===== src/rtl/cn_pkg.sv =====
// Package for the chromaticity normalizer: beat structs, widths and the
// inter-cell bus type. No dependencies.
package cn_pkg;

  localparam int unsigned CHAN_W  = 8;              // channel and quotient width
  localparam int unsigned SUM_W   = 10;             // a + b + c, 0..765
  localparam int unsigned PROD_W  = 16;             // 255 * chan, 0..65025
  localparam int unsigned CMP_W   = SUM_W + CHAN_W; // sum shifted by up to 7
  localparam int unsigned N_CHAN  = 3;
  localparam int unsigned N_CELLS = CHAN_W;         // one quotient bit per cell

  typedef struct packed {
    logic [CHAN_W-1:0] chan_a;
    logic [CHAN_W-1:0] chan_b;
    logic [CHAN_W-1:0] chan_c;
  } pixel_t;

  typedef struct packed {
    logic [CHAN_W-1:0] norm_a;
    logic [CHAN_W-1:0] norm_b;
    logic [CHAN_W-1:0] norm_c;
  } result_t;

  // Data handed from one divider cell to the next.
  typedef struct packed {
    logic                           valid;
    logic                           zero;   // black pixel, force result to 0
    logic [SUM_W-1:0]               sum;
    logic [N_CHAN-1:0][PROD_W-1:0]  rem;
    logic [N_CHAN-1:0][CHAN_W-1:0]  quo;
  } cell_bus_t;

endpackage


===== src/rtl/cn_front.sv =====
// Front stage: channel sum and 255*chan products, registered.
// Depends on cn_pkg.
module cn_front
  import cn_pkg::*;
(
  input  logic      clk,
  input  logic      rst,
  input  logic      start,
  input  pixel_t    pixel,
  output cell_bus_t bus
);

  logic [CHAN_W-1:0] chan [N_CHAN];
  logic [SUM_W-1:0]  sum_next;

  assign chan[0] = pixel.chan_a;
  assign chan[1] = pixel.chan_b;
  assign chan[2] = pixel.chan_c;

  assign sum_next = SUM_W'(chan[0]) + SUM_W'(chan[1]) + SUM_W'(chan[2]);

  always_ff @(posedge clk) begin
    if (rst) begin
      bus.valid <= 1'b0;
    end else begin
      bus.valid <= start;
    end
    bus.sum  <= sum_next;
    bus.zero <= (sum_next == '0);
    for (int i = 0; i < N_CHAN; i++) begin
      // 255*c = (c << 8) - c
      bus.rem[i] <= {chan[i], {CHAN_W{1'b0}}} - PROD_W'(chan[i]);
      bus.quo[i] <= '0;
    end
  end

endmodule


===== src/rtl/cn_div_cell.sv =====
// One restoring-division cell: resolves quotient bit BIT for all three lanes.
// Depends on cn_pkg.
module cn_div_cell
  import cn_pkg::*;
#(
  parameter int unsigned BIT = 0
) (
  input  logic      clk,
  input  logic      rst,
  input  cell_bus_t bus_in,
  output cell_bus_t bus_out
);

  logic [CMP_W-1:0]  div_shift;
  logic [CMP_W-1:0]  rem_ext  [N_CHAN];
  logic [CMP_W-1:0]  diff     [N_CHAN];
  logic              take     [N_CHAN];
  logic [CHAN_W-1:0] quo_next [N_CHAN];

  assign div_shift = CMP_W'(bus_in.sum) << BIT;

  always_comb begin
    for (int i = 0; i < N_CHAN; i++) begin
      rem_ext[i]       = CMP_W'(bus_in.rem[i]);
      take[i]          = (rem_ext[i] >= div_shift);
      diff[i]          = rem_ext[i] - div_shift;
      quo_next[i]      = bus_in.quo[i];
      quo_next[i][BIT] = take[i];
    end
  end

  always_ff @(posedge clk) begin
    if (rst) begin
      bus_out.valid <= 1'b0;
    end else begin
      bus_out.valid <= bus_in.valid;
    end
    bus_out.zero <= bus_in.zero;
    bus_out.sum  <= bus_in.sum;
    for (int i = 0; i < N_CHAN; i++) begin
      bus_out.rem[i] <= take[i] ? diff[i][PROD_W-1:0] : bus_in.rem[i];
      bus_out.quo[i] <= quo_next[i];
    end
  end

endmodule


===== src/rtl/chromaticity_normalize.sv =====
// Top level of the normalized RGB chromaticity block.
// Depends on cn_pkg, cn_front and cn_div_cell.
//
// Takes one 8-bit three-channel pixel per clock and returns
// norm = floor(255 * chan / (a + b + c)) for each channel, with all
// outputs 0 for a black pixel. A pixel beat is taken whenever start is
// high; busy is always low, so a new pixel may enter every cycle. Each
// result appears on result for one cycle with done high, after passing
// through the front stage, eight divider cells and the output register,
// in pixel order. The receiver cannot stall; it must take every result
// beat as it shows. Throughput is one pixel per clock; the pipeline is
// a chain of eight cells, each resolving one quotient bit for all three
// channels. No state is kept between pixels.
module chromaticity_normalize
  import cn_pkg::*;
(
  input  logic    clk,
  input  logic    rst,
  input  logic    start,
  output logic    busy,
  input  pixel_t  pixel,
  output logic    done,
  output result_t result
);

  // bus[0] leaves the front stage, bus[N_CELLS] leaves the last cell
  cell_bus_t bus [N_CELLS+1];

  assign busy = 1'b0;

  cn_front u_front (
    .clk   (clk),
    .rst   (rst),
    .start (start),
    .pixel (pixel),
    .bus   (bus[0])
  );

  // MSB first: cell k resolves quotient bit CHAN_W-1-k
  for (genvar k = 0; k < N_CELLS; k++) begin : g_cell
    cn_div_cell #(
      .BIT (CHAN_W - 1 - k)
    ) u_cell (
      .clk     (clk),
      .rst     (rst),
      .bus_in  (bus[k]),
      .bus_out (bus[k+1])
    );
  end

  // Output register; black pixel overrides the quotient.
  always_ff @(posedge clk) begin
    if (rst) begin
      done <= 1'b0;
    end else begin
      done <= bus[N_CELLS].valid;
    end
    result.norm_a <= bus[N_CELLS].zero ? '0 : bus[N_CELLS].quo[0];
    result.norm_b <= bus[N_CELLS].zero ? '0 : bus[N_CELLS].quo[1];
    result.norm_c <= bus[N_CELLS].zero ? '0 : bus[N_CELLS].quo[2];
  end

endmodule


===== config.mk =====
export PLATFORM = sky130hd
export DESIGN_NAME = chromaticity_normalize
export DESIGN_NICKNAME = d
export VERILOG_FILES = /design/src/rtl/cn_pkg.sv /design/src/rtl/cn_front.sv /design/src/rtl/cn_div_cell.sv /design/src/rtl/chromaticity_normalize.sv
export SDC_FILE = /design/constraint.sdc
export NUM_CORES = 1
export LEC_CHECK = 0
export BUFFER_PORTS_ARGS = -buffer_cell sky130_fd_sc_hd__buf_2
export CORE_MARGIN = 2
export CORE_UTILIZATION = 35
export DETAILED_ROUTE_END_ITERATION = 6
export PLACE_DENSITY = 0.53
export SYNTH_ARGS = -nofsm -noshare
export SYNTH_HDL_FRONTEND = slang
export SYNTH_SLANG_ARGS = --single-unit
export TNS_END_PERCENT = 1

===== constraint.sdc =====
create_clock -name clk -period 2.53 [get_ports clk]
set_input_delay 0.1265 -clock clk [delete_from_list [all_inputs] [get_ports clk]]
set_output_delay 0.1265 -clock clk [all_outputs]
set_load 0.1 [all_outputs]

==> results.yml, run 1 <==
critical_path:
  cp-start-kind: "register"
  crit_required_ps: 3010
  worst_setup_path_end_kind: "register"
  path_class: "register to register"
  slowest_delay_ps: 620
  cp_cell_sequence: "inv_1, ha_1, o21ai_0, a21oi_1, o21a_1, nor2_1, or4b_2, and4_1, xor2_1"
  cp_slowest_cell: "or4b_2"
  ff2ff_path_depth: 9
  crit_fanout: 4
  cp.arrival_ps: 2960
yosys:
  ys_async_sr_fraction_pct: 0
  synth_cells: 2749
  syn_area_sq_mm: 0.0270
  synth_seq_area_share_pct: 45.6
  ys.flop_type: "dfxtp_1"
  synth_nets: 3056
  synth_area_per_cell_sq_um: 9.81
  yosysWarnings: 0
  synth_edf_count: 0
  synth-seq-cells: 615
  synth_cell_types: 74
sta:
  hold_viol: 0
  period_share_pct: 98.2
  slew_violations: 0
  hold_slack_ps: 41.2
  finalCriticalPeriod_ps: 2480
  tightest_slew_ps: 472
  max_slew_margin_pct: 67.7
  layout_setup_ws_ps: 46.4
  fin_setup_tns_ps: 0
  rsz0062_at_grt: "true"
  fmax_mhz: 403
  setup_viol: 0
  finClkSkew_ps: 29.1
clock_network:
  cts_buffers: 70
  cts_buffer_depth: 3
  htree_levels: 3
  clk_latency_ps: 600
  cts_tree: "built"
  cts_root_buf: "clkbuf_16"
  clock_sinks: 615
  path_clk_slew_ps: 60
global_route:
  grt_usage_pct: 16.8
  antenna_found_initial: 0
  grt_max_degree: 25
  grt_pass1_wl_microns: 105000
  overflow: 0
  grt_pass1_vias: 19745
place:
  place_hpwl_microns: 54000
  post-place-ws_ps: -214
  portBuffers: 51
  dpl_cell_area_sq_mm: 0.0297
  gp_congestion: 0.902
die:
  die_w_microns: 282
  dieHeight_microns: 282
  start_util_pct: 35.5
  io_pins: 53
  die-area_sq_mm: 0.0793
  design.core.area_sq_mm: 0.0761
  fp-row-count: 101
cells_and_area:
  areaGrowthSynthToFinish_pct: 21.9
  final.fill_count: 7311
  final_common_cell: "dfxtp_1"
  drive_above_1_share_pct: 16.9
  stdcell_area_sq_mm: 0.0329
  final_cell_mix: "dfxtp_1 (604), nor2_1 (248), ha_1 (241), a21oi_1 (213), buf_4 (166)"
  num-nets-final: 3356
  antennaDiodeCount: 0
drt:
  drc: 0
  wl_per_cell_microns: 16.3
  wl_microns: 67300
  vias: 19782
  dr.first_iter.drc_count: 839
  ant_nets: 0
  post_drt_via_cell_ratio: 4.79
  first_pass_iters: 7
job:
  maxCapViolCount: 0
outcome:
  status: "finished clean"
worst_hold_path:
  hold_depth: 5
  hold_class: "input port to register"
==> sequential cells by signal, summed over array words and instances, names as in the netlist <==
register               cells
g_cell.u_cell.bus_out    530
u_front.bus               60
result                    24
done                       1
==> Yosys cell counts, drive strengths merged (4+ instances only) <==
cell type  number  area share [%]
a211oi         19            0.55
a21boi          6            0.17
a21o           49             1.4
a21oi         224             4.2
a311o           5            0.19
a31oi          17            0.39
and2            4           0.093
and3           10            0.23
and4b           4            0.15
buf             8            0.16
clkbuf         30            0.42
dfxtp         615              46
fa             23             1.7
ha            257              12
inv           161             2.2
mux2           64             2.7
mux2i          19            0.71
nand2         135             1.9
nand2b         54             1.3
nand3          36            0.67
nand3b         10            0.28
nand4          20            0.46
nand4b         11            0.36
nor2          251             3.5
nor2b          92             2.1
nor3           63             1.2
nor3b           9            0.25
nor4           23            0.53
nor4b           6            0.19
o2111ai         8            0.26
o211ai         12            0.37
o21a           29            0.81
o21ai         141             2.6
o21bai         11            0.31
o311ai          5            0.16
o31a           14            0.45
o31ai          16            0.45
o41a            7            0.29
o41ai           9            0.29
or2            12            0.28
or3            13            0.32
or4            12            0.33
or4b            4            0.15
xnor2         114             3.7
xor2           80             2.6
==> kinds of logic after synthesis <==
| logic type | share of synthesized area [%] |
|---|---|
| adder cells (fa/ha/maj) | 13.6 |
| multiplexers | 3.38 |
| flip-flops | 45.6 |
| AO/OA/AOI/OAI | 13.7 |
| other | 0.0139 |
| XOR/XNOR | 6.30 |
| AND/OR/NAND/NOR | 14.4 |
| buffers and inverters | 2.85 |
==> area by class of cell <==
type | count | area [sq um] | area share [%]
Clock inverter | 36 | 395 | 1.20
Tap cell | 1030 | 1290 | 3.92
Timing Repair Buffer | 266 | 2040 | 6.19
Sequential cell | 615 | 12300 | 37.5
Clock buffer | 88 | 1940 | 5.90
Multi-Input combinational cell | 1933 | 14300 | 43.4
Inverter | 163 | 616 | 1.87
==> routing by layer <==
| metal | track usage (%) | wire [microns] | part of all wire, % |
|---|---|---|---|
| met1 | 18.4 | 27700 | 41 |
| met2 | 31.6 | 34500 | 51 |
| met3 | 2.34 | 1850 | 2.8 |
| met4 | 8.37 | 3240 | 4.8 |
| met5 | 0 | 0 | 0 |
==> metrics by stage <==
stage	cells	util (%)
after floorplan	2749	-
after global placement	3959	39.0
after detailed placement	3959	39.0
after CTS	4125	42.7
after global routing	4131	43.2
final	4131	43.2
==> repair_timing <==
action | CTS | global route
endpoints found under the hold margin | 60 | 0
setup endpoints to repair | 28 | 156
hold buffers | 42 | 0
gates resized for setup | 14 | 100
setup buffers | 0 | 6
pin swaps | 2 | 18
==> path summary, 6_finish.rpt <==
path,from,to,slack [ps]
setup / recovery,g_cell[4].u_cell.bus_out[74]$_DFF_P_,g_cell[5].u_cell.bus_out[71]$_DFF_P_,50
hold / removal,pixel[17],u_front.bus[35]$_DFF_P_,40
hold reg to reg,g_cell[5].u_cell.bus_out[23]$_DFF_P_,g_cell[6].u_cell.bus_out[23]$_DFF_P_,320
setup reg to reg,g_cell[4].u_cell.bus_out[74]$_DFF_P_,g_cell[5].u_cell.bus_out[71]$_DFF_P_,50
==> worst max-delay path: cells and delay by family, from the launching register on <==
kind / cells / cell delay, ps
AND/OR/NAND/NOR: 3 / 890
adder cells (fa/ha/maj): 1 / 370
AO/OA/AOI/OAI: 3 / 460
flip-flops: 1 / 370
buffers and inverters: 1 / 150
XOR/XNOR: 1 / 140
Power of run 1 is not shown: default switching activity piles up to over one toggle a cycle in this logic, so the estimate is an artifact.
==> run 2: changes to the inputs <==
CELL_PAD_IN_SITES_DETAIL_PLACEMENT = 1   (was unset)
CELL_PAD_IN_SITES_GLOBAL_PLACEMENT = 1   (was unset)
PLACE_DENSITY = 0.64   (was 0.53)
SLEW_MARGIN = 20   (was unset)
==> results.yml, run 2 (synthesized netlist as in run 1, its figures left out) <==
critical_path:
  crit_end: "g_cell[4].u_cell.bus_out[71]$_DFF_P_"
  cp.arrival_ps: 3070
  rrSetupSlack_ps: -20
  path_class: "register to register"
  cp-start-kind: "register"
  cp_cell_sequence: "inv_2, ha_4, nand4b_1, nor4b_2, or3_1, a21oi_2, o41a_1, nor4b_2, xor2_1"
  critPathTopFamily: "simple AND/OR/NAND/NOR gates"
  crit_top_cell: "nor4b_2"
  path_buf_inv: 1
  r2r_start: "g_cell[3].u_cell.bus_out[73]$_DFF_P_"
  path_depth: 9
  worst_setup_path_end_kind: "register"
  crit_required_ps: 3050
  ff2ff_path_depth: 9
  crit_fanout: 8
  slowest_delay_ps: 500
  crit_start: "g_cell[3].u_cell.bus_out[73]$_DFF_P_"
  cp_slowest_cell: "o41a_1"
  reg2reg_to: "g_cell[4].u_cell.bus_out[71]$_DFF_P_"
die:
  design.core.area_sq_mm: 0.0761
  start_util_pct: 35.5
  io_pins: 53
  dieHeight_microns: 282
  fp-row-count: 101
  die-area_sq_mm: 0.0793
  die_w_microns: 282
cells_and_area:
  areaGrowthSynthToFinish_pct: 22.7
  largest_reg_flops: 530
  final_common_cell: "dfxtp_1"
  drive_above_1_share_pct: 17.1
  final_cell_mix: "dfxtp_1 (607), nor2_1 (248), ha_1 (241), a21oi_1 (213), buf_4 (180)"
  num-nets-final: 3367
  regMostFlops: "g_cell.u_cell.bus_out"
  reg.largest.list: "g_cell.u_cell.bus_out: 530 flops, u_front.bus: 60 flops, result: 24 flops"
  final_core_util_pct: 43.5
  antennaDiodeCount: 0
  final.fill_count: 8516
  stdcell_area_sq_mm: 0.0331
global_route:
  antenna_found_initial: 0
  grt_usage_pct: 18.2
  grt_max_degree: 25
  grt_pass1_vias: 21484
  overflow: 0
  grt_pass1_wl_microns: 114000
drt:
  wl_microns: 71900
  dr.first_iter.drc_count: 670
  wl_per_cell_microns: 17.4
  first_pass_iters: 7
  ant_nets: 0
  drc: 0
  vias: 20100
  post_drt_via_cell_ratio: 4.85
clock_network:
  htree_levels: 3
  path_clk_slew_ps: 60
  clk_latency_ps: 610
  cts_root_buf: "clkbuf_16"
  cts_tree: "built"
  cts_buffer_depth: 3
  cts_buffers: 68
  clock_sinks: 615
sta:
  tightest_slew_ps: 481
  finalCriticalPeriod_ps: 2550
  setup_viol: 1
  slew_violations: 0
  rsz0062_at_grt: "true"
  fmax_mhz: 393
  period_share_pct: 101
  hold_viol: 0
  layout_setup_ws_ps: -16.6
  finClkSkew_ps: 18.5
  max_slew_margin_pct: 67.1
place:
  dpl_cell_area_sq_mm: 0.0297
  place_hpwl_microns: 57900
  portBuffers: 51
  gp_congestion: 0.863
worst_hold_path:
  hold_class: "input port to register"
outcome:
  violations: "setup timing"
  status: "finished, violations left"
job:
  maxCapViolCount: 0
run 2: how the worst min path moves through the flow:
stage,endpoint,from,slack (ps),depth (start not counted)
after floorplan,u_front.bus[24]$_DFF_P_,pixel[16],150,0
after global placement,g_cell[7].u_cell.bus_out[82]$_DFF_P_,g_cell[6].u_cell.bus_out[82]$_DFF_P_,310,0
after detailed placement,g_cell[4].u_cell.bus_out[13]$_DFF_P_,g_cell[3].u_cell.bus_out[13]$_DFF_P_,310,0
after CTS,u_front.bus[35]$_DFF_P_,pixel[16],50,5
after global routing,u_front.bus[35]$_DFF_P_,pixel[16],90,5
final,u_front.bus[35]$_DFF_P_,pixel[16],70,5
run 2: area by class of cell:
class / instances / area (sq um) / area share [%]
Clock buffer: 95 / 2000 / 6.04
Clock inverter: 29 / 452 / 1.37
Inverter: 163 / 614 / 1.86
Multi-Input combinational cell: 1933 / 14300 / 43.2
Sequential cell: 615 / 12300 / 37.2
Tap cell: 1030 / 1290 / 3.89
Timing Repair Buffer: 279 / 2110 / 6.38
run 2: tightest hold or removal path, cell delays in order:
cell and delay (ps):
buf_2 90, buf_4 100, nor3_1 50, xnor2_1 150, nor2_1 110
run 2: per-layer routing:
metal	track usage [%]	share of wire (%)	vias up
li1	-	-	10254
met1	19.9	41	9434
met2	33.7	51	254
met3	2.41	2.3	158
met4	10.3	5.5	0
met5	0	0	-
run 2: repair_timing:
item	4_1_cts	5_1_grt
endpoints found under the setup margin	42	184
gates resized for setup	18	104
pin swaps	1	18
hold buffers	43	0
endpoints found under the hold margin	60	0
buffers inserted	1	7
run 2: through the flow:
stage	setup TNS [ps]	setup WS [ps]	hold WS (ps)	instances
after floorplan	-40.1	-5.73	154	2749
after global placement	-550	-192	311	3969
after detailed placement	-2050	-277	313	3969
final	-16.6	-16.6	69.0	4144
after global routing	-1070	-99.9	91.7	4144
after CTS	0	4.51	46.3	4137
Power of run 2 is left out for the same reason.
==> run 3: changes to the inputs <==
ABC_AREA = 1   (was unset)
PLACE_DENSITY = 0.67   (was 0.64)
==> results.yml, run 3 <==
cells_and_area:
  final_cell_mix: "nand2_1 (1463), inv_1 (698), dfxtp_1 (615), nor2_1 (373), nand3_1 (304)"
  antennaDiodeCount: 0
  drive_above_1_share_pct: 8.35
  largest_reg_flops: 530
  final_common_cell: "nand2_1"
  fin_cells: 5832
  areaGrowthSynthToFinish_pct: 15.4
  regMostFlops: "g_cell.u_cell.bus_out"
  reg.largest.list: "g_cell.u_cell.bus_out: 530 flops, u_front.bus: 60 flops, result: 24 flops"
  num-nets-final: 4903
critical_path:
  crit_end: "u_front.bus[50]$_DFF_P_"
  path_class: "input port to register"
  cp.arrival_ps: 3010
  worst_setup_path_end_kind: "register"
  ff2ff_path_depth: 9
  crit_fanout: 4
  crit_start: "pixel[13]"
  r2r_start: "g_cell[0].u_cell.bus_out[80]$_DFF_P_"
  reg2reg_to: "g_cell[1].u_cell.bus_out[54]$_DFF_P_"
  cp-start-kind: "input port"
  rrSetupSlack_ps: 300
  crit_required_ps: 3060
place:
  dp.cells: 5652
  portBuffers: 51
  gp_congestion: 0.906
  place_hpwl_microns: 75600
yosys:
  synthTopCellsByCount: "nand2_1 (1467), inv_1 (698), dfxtp_1 (615), nor2_1 (374), nand3_1 (304)"
  synth_cells: 4402
  ys_async_sr_fraction_pct: 0
  synth.largest_area_cell: "dfxtp_1"
  synth_area_per_cell_sq_um: 7.20
  synth_nets: 4709
  synthTopCellsByArea: "dfxtp_1 (39%), nand2_1 (17%), ha_1 (10%)"
  synth_seq_area_share_pct: 38.8
  synth-seq-cells: 615
  yosysTopAreaCellShare_pct: 38.8
  yosysWarnings: 0
  ys.flop_type: "dfxtp_1"
  synth_cell_types: 43
  synth.most_common_cell: "nand2_1"
  synth_edf_count: 0
  syn_area_sq_mm: 0.0317
global_route:
  antenna_found_initial: 0
  gr-usage-met1_pct: 22.3
  use_met3_pct: 2.57
  grt_pass1_vias: 29019
  grt_max_degree: 25
  grt_usage_pct: 20.1
  met2_usage_pct: 38.2
  busiest_layer: "met2"
  grt_pass1_wl_microns: 150000
  overflow: 0
worst_hold_path:
  hp-start: "pixel[8]"
  hold_class: "input port to register"
  hold_depth: 4
clock_network:
  path_clk_slew_ps: 60
  clk_latency_ps: 660
  cts_root_buf: "clkbuf_16"
  cts_buffer_depth: 3
  htree_levels: 3
  clock_sinks: 615
  cts_tree: "built"
  cts_buffers: 73
sta:
  max_slew_margin_pct: 66.5
  finalCriticalPeriod_ps: 2480
  tightest_slew_ps: 497
  fmax_mhz: 403
  finClkSkew_ps: 32.7
  slew_violations: 0
  rsz0062_at_grt: "true"
  hold_viol: 0
  setup_viol: 0
  period_share_pct: 98.1
die:
  design.core.area_sq_mm: 0.0899
  die_w_microns: 305
  fp-row-count: 110
  start_util_pct: 35.3
  io_pins: 53
  die-area_sq_mm: 0.0930
  dieHeight_microns: 305
job:
  maxCapViolCount: 0
drt:
  wl_microns: 91200
  vias: 26996
  wl_per_cell_microns: 15.6
  first_pass_iters: 5
  drc: 0
  ant_nets: 0
  post_drt_via_cell_ratio: 4.63
  dr.first_iter.drc_count: 858
outcome:
  status: "finished clean"
[run 3: area by class of cell]
type | count | area (sq um)
clock buffers | 94 | 2020
clock inverters | 41 | 487
fillers | 11295 | 53300
inverters | 718 | 2700
multi-input cells | 3040 | 16500
flip-flops and latches | 615 | 12300
well taps | 1176 | 1470
repair buffers | 148 | 1110
[run 3: cells by family after synthesis]
kind of cell | after synthesis | share of synthesized area (%)
other cells | 1 | 0.0118
buf+inv | 747 | 9.35
simple gates | 2360 | 31.4
flops | 615 | 38.8
fa+ha+maj | 280 | 11.6
compound gates | 275 | 5.41
xor+xnor | 124 | 3.43
[run 3: metal layers]
| layer | wire (microns) | up-vias |
|---|---|---|
| met5 | 0 | - |
| met4 | 3850 | 0 |
| met3 | 1840 | 183 |
| met2 | 47200 | 270 |
| met1 | 38300 | 12412 |
| li1 | - | 14131 |
[run 3: critical path: stages]
cell           delay [ps]
dlygate4sd3_1         540
buf_2                 160
nor2_1                100
dlygate4sd3_1         570
nand2_1                90
dlygate4sd3_1         610
nor3_4                190
nor2_1                 60
dlygate4sd3_1         560
[run 3: what timing repair did]
item / in CTS / in global routing
buffers inserted: 0 / 2
setup endpoints to repair: 0 / 5
hold endpoints to repair: 59 / 2
hold buffers: 42 / 2
resized for setup: 0 / 18
[run 3: metrics by stage]
| stage | hold slack, ps | setup TNS (ps) | setup slack [ps] | utilization, % | cell area (sq um) |
|---|---|---|---|---|---|
| 6_report | 92.8 | 0 | 48.1 | 40.7 | 36600 |
| 5_1_grt | 85.6 | -87.8 | -82.9 | 40.7 | 36600 |
| 4_1_cts | 221 | 0 | 82.7 | 40.6 | 36500 |
| 3_5_place_dp | 313 | -139 | -78.8 | 37.3 | 33600 |
| 3_3_place_gp | 309 | -179 | -97.0 | 37.3 | 33600 |
| 2_1_floorplan | 154 | 0 | 295 | - | 31700 |
[run 3: worst min path at each step]
stage | endpoint | slack [ps]
2_1_floorplan | u_front.bus[24]$_DFF_P_ | 150
3_3_place_gp | g_cell[2].u_cell.bus_out[23]$_DFF_P_ | 310
3_5_place_dp | g_cell[1].u_cell.bus_out[82]$_DFF_P_ | 310
4_1_cts | u_front.bus[56]$_DFF_P_ | 220
5_1_grt | u_front.bus[72]$_DFF_P_ | 90
6_report | u_front.bus[72]$_DFF_P_ | 90
Power of run 3 is left out for the same reason.
